`src/hdl/stu_pkg.sv`:
```
// ----------------------------------------------------------------------------
// stu_pkg
// Types and codes shared by the texture page unswizzler modules.
// ----------------------------------------------------------------------------
package stu_pkg;

  localparam logic [1:0] MODE_RGBA32 = 2'd0;
  localparam logic [1:0] MODE_RGBA16 = 2'd1;
  localparam logic [1:0] MODE_IDX8   = 2'd2;
  localparam logic [1:0] MODE_IDX4   = 2'd3;

  localparam logic [1:0] CFG_PIXEL_MODE   = 2'd0;
  localparam logic [1:0] CFG_IMAGE_WIDTH  = 2'd1;
  localparam logic [1:0] CFG_IMAGE_HEIGHT = 2'd2;

  localparam int unsigned CoordW = 12;
  localparam int unsigned IdxW   = 13;

  typedef struct packed {
    logic [CoordW-1:0] x;
    logic [CoordW-1:0] y;
    logic              in_image;
  } coord_t;

  typedef struct packed {
    logic       is_color;
    logic [7:0] palette_index;
    logic [7:0] red;
    logic [7:0] green;
    logic [7:0] blue;
    logic [7:0] alpha;
    logic       last;
  } pix_t;

  typedef struct packed {
    coord_t coord;
    pix_t   pix;
  } result_t;

endpackage

```
`src/hdl/swizzled_texture_unswizzle.sv`:
```
// ----------------------------------------------------------------------------
// swizzled_texture_unswizzle
// Throughput: one item per cycle in 32-, 16- and 8-bit modes while the output
// does not stall; in 4-bit mode both pixels leave through one output port, so a
// new element waits while the second result slot holds a pixel.
// Reset: counter and page origin clear, mode 32-bit, width and height 64.
// ----------------------------------------------------------------------------
module swizzled_texture_unswizzle
  import stu_pkg::*;
#(
  parameter int unsigned MAX_DIMENSION = 2048
) (
  input  logic        clk_i,
  input  logic        rst_ni,
  input  logic        cfg_valid_i,
  output logic        cfg_ready_o,
  input  logic [1:0]  cfg_index_i,
  input  logic [11:0] cfg_data_i,
  input  logic        in_valid_i,
  output logic        in_stall_o,
  input  logic [31:0] element_i,
  output logic        out_valid_o,
  input  logic        out_stall_i,
  output logic [11:0] pixel_x_o,
  output logic [11:0] pixel_y_o,
  output logic        in_image_o,
  output logic        is_color_o,
  output logic [7:0]  palette_index_o,
  output logic [7:0]  red_o,
  output logic [7:0]  green_o,
  output logic [7:0]  blue_o,
  output logic [7:0]  alpha_o,
  output logic        last_o
);

  localparam logic [CoordW-1:0] MaxDim = CoordW'(MAX_DIMENSION);

  logic [1:0]        mode_q;
  logic [CoordW-1:0] width_q, height_q;
  logic [CoordW-1:0] width_eff, height_eff;

  logic              in_v_q, in_v_d;
  logic [31:0]       elem_q;
  logic              accept, advance, buf_ready;

  coord_t            coord0, coord1;
  pix_t              pix0, pix1;
  logic              dual;
  result_t           res0, res1;
  result_t           res;

  assign cfg_ready_o = 1'b1;

  always_ff @(posedge clk_i or negedge rst_ni) begin
    if (!rst_ni) begin
      mode_q   <= MODE_RGBA32;
      width_q  <= 12'd64;
      height_q <= 12'd64;
    end else if (cfg_valid_i) begin
      case (cfg_index_i)
        CFG_PIXEL_MODE:   mode_q   <= cfg_data_i[1:0];
        CFG_IMAGE_WIDTH:  width_q  <= cfg_data_i;
        CFG_IMAGE_HEIGHT: height_q <= cfg_data_i;
        default: ;
      endcase
    end
  end

  assign width_eff  = (width_q > MaxDim) ? MaxDim : width_q;
  assign height_eff = (height_q > MaxDim) ? MaxDim : height_q;

  assign advance    = in_v_q && buf_ready;
  assign in_stall_o = in_v_q && !buf_ready;
  assign accept     = in_valid_i && !in_stall_o;

  always_comb begin
    in_v_d = in_v_q;
    if (accept) begin
      in_v_d = 1'b1;
    end else if (advance) begin
      in_v_d = 1'b0;
    end
  end

  always_ff @(posedge clk_i or negedge rst_ni) begin
    if (!rst_ni) begin
      in_v_q <= 1'b0;
    end else begin
      in_v_q <= in_v_d;
    end
  end

  always_ff @(posedge clk_i) begin
    if (accept) begin
      elem_q <= element_i;
    end
  end

  stu_addr_gen u_addr_gen (
    .clk_i    (clk_i),
    .rst_ni   (rst_ni),
    .step_i   (advance),
    .mode_i   (mode_q),
    .width_i  (width_eff),
    .height_i (height_eff),
    .coord0_o (coord0),
    .coord1_o (coord1)
  );

  stu_pixel_fmt u_pixel_fmt (
    .mode_i    (mode_q),
    .element_i (elem_q),
    .pix0_o    (pix0),
    .pix1_o    (pix1),
    .dual_o    (dual)
  );

  assign res0 = '{coord: coord0, pix: pix0};
  assign res1 = '{coord: coord1, pix: pix1};

  stu_out_buf u_out_buf (
    .clk_i       (clk_i),
    .rst_ni      (rst_ni),
    .push_i      (advance),
    .dual_i      (dual),
    .res0_i      (res0),
    .res1_i      (res1),
    .ready_o     (buf_ready),
    .out_valid_o (out_valid_o),
    .out_stall_i (out_stall_i),
    .res_o       (res)
  );

  assign pixel_x_o       = res.coord.x;
  assign pixel_y_o       = res.coord.y;
  assign in_image_o      = res.coord.in_image;
  assign is_color_o      = res.pix.is_color;
  assign palette_index_o = res.pix.palette_index;
  assign red_o           = res.pix.red;
  assign green_o         = res.pix.green;
  assign blue_o          = res.pix.blue;
  assign alpha_o         = res.pix.alpha;
  assign last_o          = res.pix.last;

  a_in_image_bound: assert property (@(posedge clk_i) disable iff (!rst_ni)
    out_valid_o && in_image_o |-> (pixel_x_o < MaxDim) && (pixel_y_o < MaxDim))
    else $error("pixel flagged in image beyond the dimension limit");

endmodule

```
`src/hdl/stu_addr_gen.sv`:
```
// ----------------------------------------------------------------------------
// stu_addr_gen
// Element counter and page origin; maps the counter to pixel coordinates.
// ----------------------------------------------------------------------------
module stu_addr_gen
  import stu_pkg::*;
(
  input  logic              clk_i,
  input  logic              rst_ni,
  input  logic              step_i,
  input  logic [1:0]        mode_i,
  input  logic [CoordW-1:0] width_i,
  input  logic [CoordW-1:0] height_i,
  output coord_t            coord0_o,
  output coord_t            coord1_o
);

  logic [IdxW-1:0]   idx_q, idx_d;
  logic [CoordW-1:0] org_x_q, org_x_d;
  logic [CoordW-1:0] org_y_q, org_y_d;

  logic [6:0]        off_x, off_y;
  logic [7:0]        pw, ph;
  logic [IdxW:0]     count;
  logic              half;
  logic              page_end;
  logic [CoordW:0]   nx, ny;
  logic [CoordW-1:0] x0, y0, x1, y1;

  assign half = (width_i == 12'd64);

  always_comb begin
    case (mode_i)
      MODE_RGBA32: begin
        off_x = {1'b0, idx_q[5:0]};
        off_y = idx_q[12:6];
        pw    = 8'd64;
        ph    = 8'd32;
        count = 14'd2048;
      end
      MODE_RGBA16: begin
        off_x = {1'b0, idx_q[11:10], idx_q[0], idx_q[3:1]};
        off_y = {1'b0, idx_q[6:4], idx_q[9:7]};
        pw    = 8'd64;
        ph    = 8'd64;
        count = 14'd4096;
      end
      MODE_IDX8: begin
        off_x = {idx_q[7:5], idx_q[1], idx_q[4] ^ idx_q[0] ^ idx_q[9], idx_q[3:2]};
        off_y = {1'b0, idx_q[12:9], idx_q[0], idx_q[8]};
        pw    = 8'd128;
        ph    = 8'd64;
        count = half ? 14'd4096 : 14'd8192;
      end
      default: begin
        off_x = {idx_q[12:11], idx_q[1:0], idx_q[4] ^ idx_q[9], idx_q[3:2]};
        off_y = {idx_q[7:5], idx_q[10:9], 1'b0, idx_q[8]};
        pw    = 8'd128;
        ph    = 8'd128;
        count = half ? 14'd4096 : 14'd8192;
      end
    endcase
  end

  assign x0 = org_x_q + {5'd0, off_x};
  assign y0 = org_y_q + {5'd0, off_y};
  assign x1 = org_x_q + {5'd0, off_x ^ 7'd4};
  assign y1 = y0 + 12'd2;

  assign coord0_o = '{x: x0, y: y0, in_image: (x0 < width_i) && (y0 < height_i)};
  assign coord1_o = '{x: x1, y: y1, in_image: (x1 < width_i) && (y1 < height_i)};

  assign page_end = ({1'b0, idx_q} + 14'd1) >= count;
  assign nx       = {1'b0, org_x_q} + {5'd0, pw};
  assign ny       = {1'b0, org_y_q} + {5'd0, ph};

  always_comb begin
    idx_d   = idx_q;
    org_x_d = org_x_q;
    org_y_d = org_y_q;
    if (step_i) begin
      if (page_end) begin
        idx_d = '0;
        if (nx >= {1'b0, width_i}) begin
          org_x_d = '0;
          org_y_d = (ny >= {1'b0, height_i}) ? '0 : ny[CoordW-1:0];
        end else begin
          org_x_d = nx[CoordW-1:0];
        end
      end else begin
        idx_d = idx_q + 13'd1;
      end
    end
  end

  always_ff @(posedge clk_i or negedge rst_ni) begin
    if (!rst_ni) begin
      idx_q   <= '0;
      org_x_q <= '0;
      org_y_q <= '0;
    end else begin
      idx_q   <= idx_d;
      org_x_q <= org_x_d;
      org_y_q <= org_y_d;
    end
  end

  a_origin_aligned: assert property (@(posedge clk_i) disable iff (!rst_ni)
    (org_x_q[5:0] == 6'd0) && (org_y_q[4:0] == 5'd0))
    else $error("page origin off page grid");

  a_idx_step: assert property (@(posedge clk_i) disable iff (!rst_ni)
    step_i && !page_end |=> idx_q == $past(idx_q) + 13'd1)
    else $error("element counter did not advance");

endmodule

```
`src/hdl/stu_pixel_fmt.sv`:
```
// ----------------------------------------------------------------------------
// stu_pixel_fmt
// Expands one element into pixel values for the active pixel mode.
// ----------------------------------------------------------------------------
module stu_pixel_fmt
  import stu_pkg::*;
(
  input  logic [1:0]  mode_i,
  input  logic [31:0] element_i,
  output pix_t        pix0_o,
  output pix_t        pix1_o,
  output logic        dual_o
);

  always_comb begin
    pix0_o = '0;
    pix1_o = '0;
    dual_o = 1'b0;
    case (mode_i)
      MODE_RGBA32: begin
        pix0_o.is_color = 1'b1;
        pix0_o.red      = element_i[7:0];
        pix0_o.green    = element_i[15:8];
        pix0_o.blue     = element_i[23:16];
        pix0_o.alpha    = element_i[31] ? 8'hff : {element_i[30:24], 1'b0};
        pix0_o.last     = 1'b1;
      end
      MODE_RGBA16: begin
        pix0_o.is_color = 1'b1;
        pix0_o.red      = {element_i[4:0], 3'b000};
        pix0_o.green    = {element_i[9:5], 3'b000};
        pix0_o.blue     = {element_i[14:10], 3'b000};
        pix0_o.alpha    = element_i[15] ? 8'hff : 8'h00;
        pix0_o.last     = 1'b1;
      end
      MODE_IDX8: begin
        pix0_o.palette_index = element_i[7:0];
        pix0_o.last          = 1'b1;
      end
      default: begin
        pix0_o.palette_index = {4'd0, element_i[3:0]};
        pix1_o.palette_index = {4'd0, element_i[7:4]};
        pix1_o.last          = 1'b1;
        dual_o               = 1'b1;
      end
    endcase
  end

endmodule

```
`src/hdl/stu_out_buf.sv`:
```
// ----------------------------------------------------------------------------
// stu_out_buf
// Result register with a second slot for the extra pixel of 4-bit elements.
// ----------------------------------------------------------------------------
module stu_out_buf
  import stu_pkg::*;
(
  input  logic    clk_i,
  input  logic    rst_ni,
  input  logic    push_i,
  input  logic    dual_i,
  input  result_t res0_i,
  input  result_t res1_i,
  output logic    ready_o,
  output logic    out_valid_o,
  input  logic    out_stall_i,
  output result_t res_o
);

  logic    v0_q, v0_d, v1_q, v1_d;
  result_t r0_q, r1_q;
  logic    pop;

  assign pop         = v0_q && !out_stall_i;
  assign ready_o     = !v1_q && (!v0_q || pop);
  assign out_valid_o = v0_q;
  assign res_o       = r0_q;

  always_comb begin
    v0_d = v0_q;
    v1_d = v1_q;
    if (push_i) begin
      v0_d = 1'b1;
      v1_d = dual_i;
    end else if (pop) begin
      v0_d = v1_q;
      v1_d = 1'b0;
    end
  end

  always_ff @(posedge clk_i or negedge rst_ni) begin
    if (!rst_ni) begin
      v0_q <= 1'b0;
      v1_q <= 1'b0;
    end else begin
      v0_q <= v0_d;
      v1_q <= v1_d;
    end
  end

  always_ff @(posedge clk_i) begin
    if (push_i) begin
      r0_q <= res0_i;
      r1_q <= res1_i;
    end else if (pop && v1_q) begin
      r0_q <= r1_q;
    end
  end

  a_slot_order: assert property (@(posedge clk_i) disable iff (!rst_ni)
    v1_q |-> v0_q)
    else $error("second slot filled with first slot empty");

  a_pair_held: assert property (@(posedge clk_i) disable iff (!rst_ni)
    v0_q && !r0_q.pix.last |-> v1_q)
    else $error("first pixel of a pair shown without its partner");

endmodule
```
`config.mk`:
```
export PLATFORM = sky130hd
export DESIGN_NAME = swizzled_texture_unswizzle
export DESIGN_NICKNAME = d
export VERILOG_FILES = /design/src/hdl/stu_pkg.sv /design/src/hdl/swizzled_texture_unswizzle.sv /design/src/hdl/stu_addr_gen.sv /design/src/hdl/stu_pixel_fmt.sv /design/src/hdl/stu_out_buf.sv
export SDC_FILE = /design/constraint.sdc
export NUM_CORES = 1
export LEC_CHECK = 0
export ABC_AREA = 1
export ABC_CLOCK_PERIOD_IN_PS = 6200
export BUFFER_PORTS_ARGS = -buffer_cell sky130_fd_sc_hd__buf_2
export CORE_MARGIN = 2
export CORE_UTILIZATION = 38
export CTS_CLUSTER_SIZE = 16
export DETAILED_ROUTE_END_ITERATION = 16
export GPL_ROUTABILITY_DRIVEN = 0
export PLACE_DENSITY_LB_ADDON = 0.2
export SLEW_MARGIN = 0
export SYNTH_ARGS = -nofsm -noshare
export SYNTH_HDL_FRONTEND = slang
export SYNTH_SLANG_ARGS = --single-unit
```
`constraint.sdc`:
```
create_clock -name clk_i -period 6.2 [get_ports clk_i]
set_clock_uncertainty 0.05 [all_clocks]
set_input_delay 0.62 -clock clk_i [delete_from_list [all_inputs] [get_ports clk_i]]
set_output_delay 0.62 -clock clk_i [all_outputs]
set_load 0.01 [all_outputs]
```
Yosys cells after proc, flatten, opt, wreduce, memory -nomap -nowiden
Cells that the tools add are included.

word-level totals
  word-level logic and storage cells = 105
  bits in registers = 199
  input bits = 51
  output and inout bits = 70

operators by class
  mux-type cells = 26
  bitwise gates (word level) = 4
  equal/unequal tests = 5
  add/sub/neg operators = 8
  reduce and logical (&&, ||, !) cells = 27
  $lt $le $gt $ge = 9

operator list
  cell                   count
  $mux 67                2
  $pmux 32 s2            1
  $lt 12x12->1           4
  $mux 12                4
  $pmux 7 s3             2
  $add 12x7->12          3
  $pmux 8 s2             2
  $pmux 14 s2            1
  $add 12x8->13          2
  $ge 13x12->1           2
  $gt 12x12->1 const B   2
  $mux 8                 3
  $add 13x1->14 const B  1
  $ge 14x14->1           1
  $mux 14                1
  $add 13x1->13 const B  1
  $mux 13                1
  $add 12x2->12 const B  1
  $eq 12x7->1 const B    1
  $mux 1                 9
  $logic_and 1x1->1      8
  $reduce_and 2->1       4
  $reduce_bool 2->1      3
  $logic_not 1->1        5
  other kinds (9)        15

Logic depth before layout (Yosys ltp)
  depth after elaboration = 9
  gate-level depth with buffers = 27
  gate-level depth less buffers = 26

By module
From an unflattened synthesis, not the netlist that was laid out.

unflattened totals
  cells, all modules = 1416
  area total of the unflattened synthesis = 12664.6 sq um

by module, submodules not included
  module                      cells each  seq. area each (sq um)  times used  area each (sq um)
  stu_out_buf                 365         4073.9                  1           4982.3
  stu_addr_gen                673         650.6                   1           4488.1
  swizzled_texture_unswizzle  211         1639.1                  1           2347.3
  stu_pixel_fmt               167         0.0                     1           847.1

Worst setup path after synthesis
OpenSTA, ideal clock, no wires.

  path kind = input port to flip-flop
  from = input port out_stall_i
  to = register u_out_buf.r0_q, in the netlist u_out_buf.res_o[0], enable pin
  path slack = 0.020 ns
  data required time = 5.563 ns
  setup time = 0.587 ns
  path buffers = 0
  cell stages on the path = 3
  data arrival time = 5.543 ns
  cells stage by stage = nor2_1 > inv_1 > o21ai_0

between the ends
  word-level cells in the longest chain between the ends = 6
  elaborated cells on any way between the ends = 7
  classes of those cells = reduce/logical (7)

ends and longest elaborated chain
  item                                    line                              RTL
  start: declaration                      swizzled_texture_unswizzle.sv:23  input logic out_stall_i,
  $logic_not 1->1 (*)                     stu_out_buf.sv:24                 assign pop = v0_q && !out_stall_i;
  $logic_and 1x1->1 (*)                   stu_out_buf.sv:24
  $logic_or 1x1->1                        stu_out_buf.sv:25                 assign ready_o = !v1_q && (!v0_q || pop);
  $logic_and 1x1->1                       stu_out_buf.sv:25
  $logic_and 1x1->1                       swizzled_texture_unswizzle.sv:72  assign advance = in_v_q && buf_ready;
  $reduce_bool 2->1 (no source line) (*)  n/a
  end signal: assignment                  stu_out_buf.sv:53                 r0_q <= res0_i;
  end signal: assignment                  stu_out_buf.sv:56                 r0_q <= r1_q;
  end: declaration                        stu_out_buf.sv:21                 result_t r0_q, r1_q;

Mark *: on every way between the ends. The rest lies on a longest branch, timed or not.
A chain may end at the register's enable or synchronous reset.

==> summary.md <==
| Metric | Value |
|---|---|
| Placement Cell Area | `11000 µm²` |
| Hold WC Path Type | `primary input to asynchronous set/reset pin` |
| Initial core utilization | `0.386` |
| Post-Layout Inst Area | `11600 µm²` |
| DR iter-0 viols | `803` |
| Slew HR | `0.373` |
| Drt drc | `0` |
| Crit Path Max Fanout | `8` |
| Syn_area_per_cell | `9.43 µm²` |
| Worst slew pin tran | `0.940 ns` |
| CP startpoint kind | `register` |
| Row count | `59` |
| Lkg Pwr | `0.00541 µW` |
| Slowest cell on crit path | `ha_1` |
| Max IR drop VDD | `0.272 mV` |
| Netlist cell types | `49` |
| Post-DP HPWL | `18.7 mm` |
| Sink Count | `184` |
| Routed len/inst | `16.3 µm` |
| Mapped Area | `10100 µm²` |
| Register area | `5250 µm²` |
| H-tree depth | `4` |
| I/O pin cnt | `121` |
| P&R area growth vs syn | `15.5%` |
| Clock tree from TritonCTS | `done` |
| Final Util | `0.446` |
| GRT Overall Usage | `0.181` |
| Post-synth top flop | `edfxtp_1` |
| Area leader, netlist | `edfxtp_1` |
| Diodes inserted | `0` |
| Setup TNS | `0 ns` |
| RSZ-0062 raised after global routing | `false` |
| Final period util | `0.740` |
| Max-slew violations | `0` |
| CP Cell Sequence | `inv_1 -> ha_1 -> inv_2 -> nor2_4 -> inv_1 -> o22ai_1 -> ha_1 -> a21oi_1 -> nor2_1 -> inv_1 -> nand2_1 -> inv_1 -> nand4_1 -> nor2_2 -> nand2_1 -> nand2_1 -> nand2_1 -> ha_1 -> nand4_1 -> or3_1 -> a21oi_1 -> nor2_1` |
| Delay of the slowest cell on the worst path | `0.50 ns` |
| Async SR Flop Fraction | `0.299` |
| Final critical-path required period | `4.59 ns` |
| Post-synth EDFFs | `129` |
| Fin nets | `1312` |
| Syn. warnings | `0` |
| Pwr Density | `476 nW/µm²` |
| CTS resizes | `0` |
| Count of final setup violators | `0` |
| Max-capacitance violation count | `0` |
| Hold slack | `0.264 ns` |
| Worst EP arrival | `4.74 ns` |
| Post-Route WL | `25.0 mm` |
| Routed vias | `7721` |
| Wire length of the first global-routing pass | `39.4 mm` |
| FMAX | `218 MHz` |
| Clock transition at path regs | `0.08 ns` |
| Seq pwr share | `0.391` |
| Pre-Repair DR Iteration Count | `5` |
| Postcts setup bufs | `0` |
| Pre-CTS WS | `1.64 ns` |
| I/O Buffers | `119` |
| Crit Path Category | `register to register` |
| Root Driver | `clkbuf_16` |
| Share of the synthesized area in the top cell type | `0.385` |
| FF+latch count, synth | `184` |
| Clock share of power | `0.202` |
| Most frequent cell after synthesis | `nand2_1` |
| Syn nets | `1196` |
| Cell count after synthesis | `1068` |
| Post-synth top cells | `nand2_1, edfxtp_1, inv_1` |
| Area of the multi-input gates | `4250 µm²` |
| Chip height | `167 µm` |
| Antenna Nets Post-Route | `0` |
| Comb pwr share | `0.407` |
| Final Hold Violating Endpoints | `0` |
| Drt via density | `5.04` |
| Total die area | `27800 µm²` |
| Die W | `167 µm` |
| Clock Path Buffers | `2` |
| Sequential element share of the synthesized area | `0.522` |
| Critical Path Sink Type | `register` |
| Initial antenna violation count | `0` |
| Clk_lat worst skew | `0.44 ns` |
| Status | `finished, final reports clean` |
| Core area | `26100 µm²` |
| Largest net degree at the start of global routing | `69` |
| Vias in the first global route | `7294` |
| Worst path required time | `6.35 ns` |
| Total gr overflow | `0` |
| Sw power | `2290 µW` |
| Post-route setup slack | `1.61 ns` |
| Switching share of power | `0.413` |
| Pint | `3250 µW` |
| Ratio of cells with drive above 1 in the final layout | `0.176` |
| Cts hold-fix bufs | `0` |
| TritonCTS Buffers | `17` |
| Filler cells | `2514` |
| Synth top area cells | `edfxtp_1, dfrtp_1, nand2_1` |
==> placed cells by master, fill, tap and decap left out, types with 12 or more instances in the layout <==
cell and n:
a21oi_1 36, nand4_1 17, dfrtp_1 53, ha_1 75, clkbuf_16 17, o22ai_1 17
inv_1 114, nor2_1 58, edfxtp_1 129, xor2_1 23, nand2_1 292, nand3_1 52
o21ai_0 64, nand2_2 12, buf_2 119
==> final timing paths <==
check                           depth (start not counted)  slack (ns)                 end           from
worst max register to register                         22        1.61  u_out_buf.r1_q[42]      mode_q[1]
worst min-delay path                                    2        0.26      u_out_buf.v1_q         rst_ni
max in group asynchronous                               2        5.30         width_q[10]         rst_ni
worst max-delay path                                   22        1.61  u_out_buf.r1_q[42]      mode_q[1]
worst min register to register                          2        0.45          width_q[0]     width_q[0]
min in group clk_i                                      1        0.29          elem_q[31]  element_i[31]
==> power by group through the flow <==
| stage | Clock [µW] | Combinational, µW | Sequential (µW) |
|---|---|---|---|
| 4_1_cts | 1140 | 2270 | 2170 |
| 3_3_place_gp | 0 | 2230 | 2180 |
| 5_1_grt | 1190 | 2540 | 2220 |
| 2_1_floorplan | 0 | 1390 | 2290 |
| 6_report | 1120 | 2260 | 2160 |
| 3_5_place_dp | 0 | 2260 | 2190 |
==> cell families after synthesis <==
group / count (synthesis) / share of synthesized area
XOR/XNOR: 29 / 0.0252
buffers and inverters: 149 / 0.0577
other: 2 / 0.000746
flip-flops: 184 / 0.522
AND/OR/NAND/NOR: 473 / 0.209
AO/OA/AOI/OAI: 154 / 0.0886
adder cells (fa/ha/maj): 77 / 0.0972
==> area by class of cell <==
type,count,area share
Clock inverter,14,0.0153
Sequential cell,184,0.452
Tap cell,335,0.0360
Timing Repair Buffer,125,0.0551
Inverter,121,0.0391
Multi-Input combinational cell,735,0.366
Clock buffer,18,0.0369
==> layer usage <==
metal / routed length (µm) / track usage / vias up
met4: 497 / 0.0543 / 0
met3: 1310 / 0.0402 / 28
li1: - / - / 3846
met1: 11900 / 0.253 / 3624
met2: 11300 / 0.284 / 223
met5: 0 / 0 / -
==> per-stage QoR <==
stage | power (µW) | instances
after floorplan | 3680 | 1068
after global placement | 4410 | 1500
after detailed placement | 4450 | 1500
after CTS | 5570 | 1532
after global routing | 5950 | 1532
final | 5540 | 1532
==> critical path, delay by kind of cell, from the launching register on <==
kind / cells / cell delay [ns]
buffers and inverters: 5 / 0.82
AOI/OAI and AO/OA: 3 / 0.50
DFF: 1 / 0.49
adders and majority gates: 3 / 1.10
and+or+nand+nor: 11 / 1.41
==> registers in the layout, indices dropped and copies added, names as in the netlist <==
| name | count |
|---|---|
| in_v_q | 1 |
| u_addr_gen.org_y_q | 7 |
| elem_q | 32 |
| u_addr_gen.idx_q | 13 |
| u_out_buf.v1_q | 1 |
| height_q | 12 |
| u_out_buf.r1_q | 30 |
| u_addr_gen.org_x_q | 6 |
| u_out_buf.res_o | 67 |
| width_q | 12 |
| mode_q | 2 |
| u_out_buf.out_valid_o | 1 |
No activity file was read; power rests on OpenSTA's default activity.
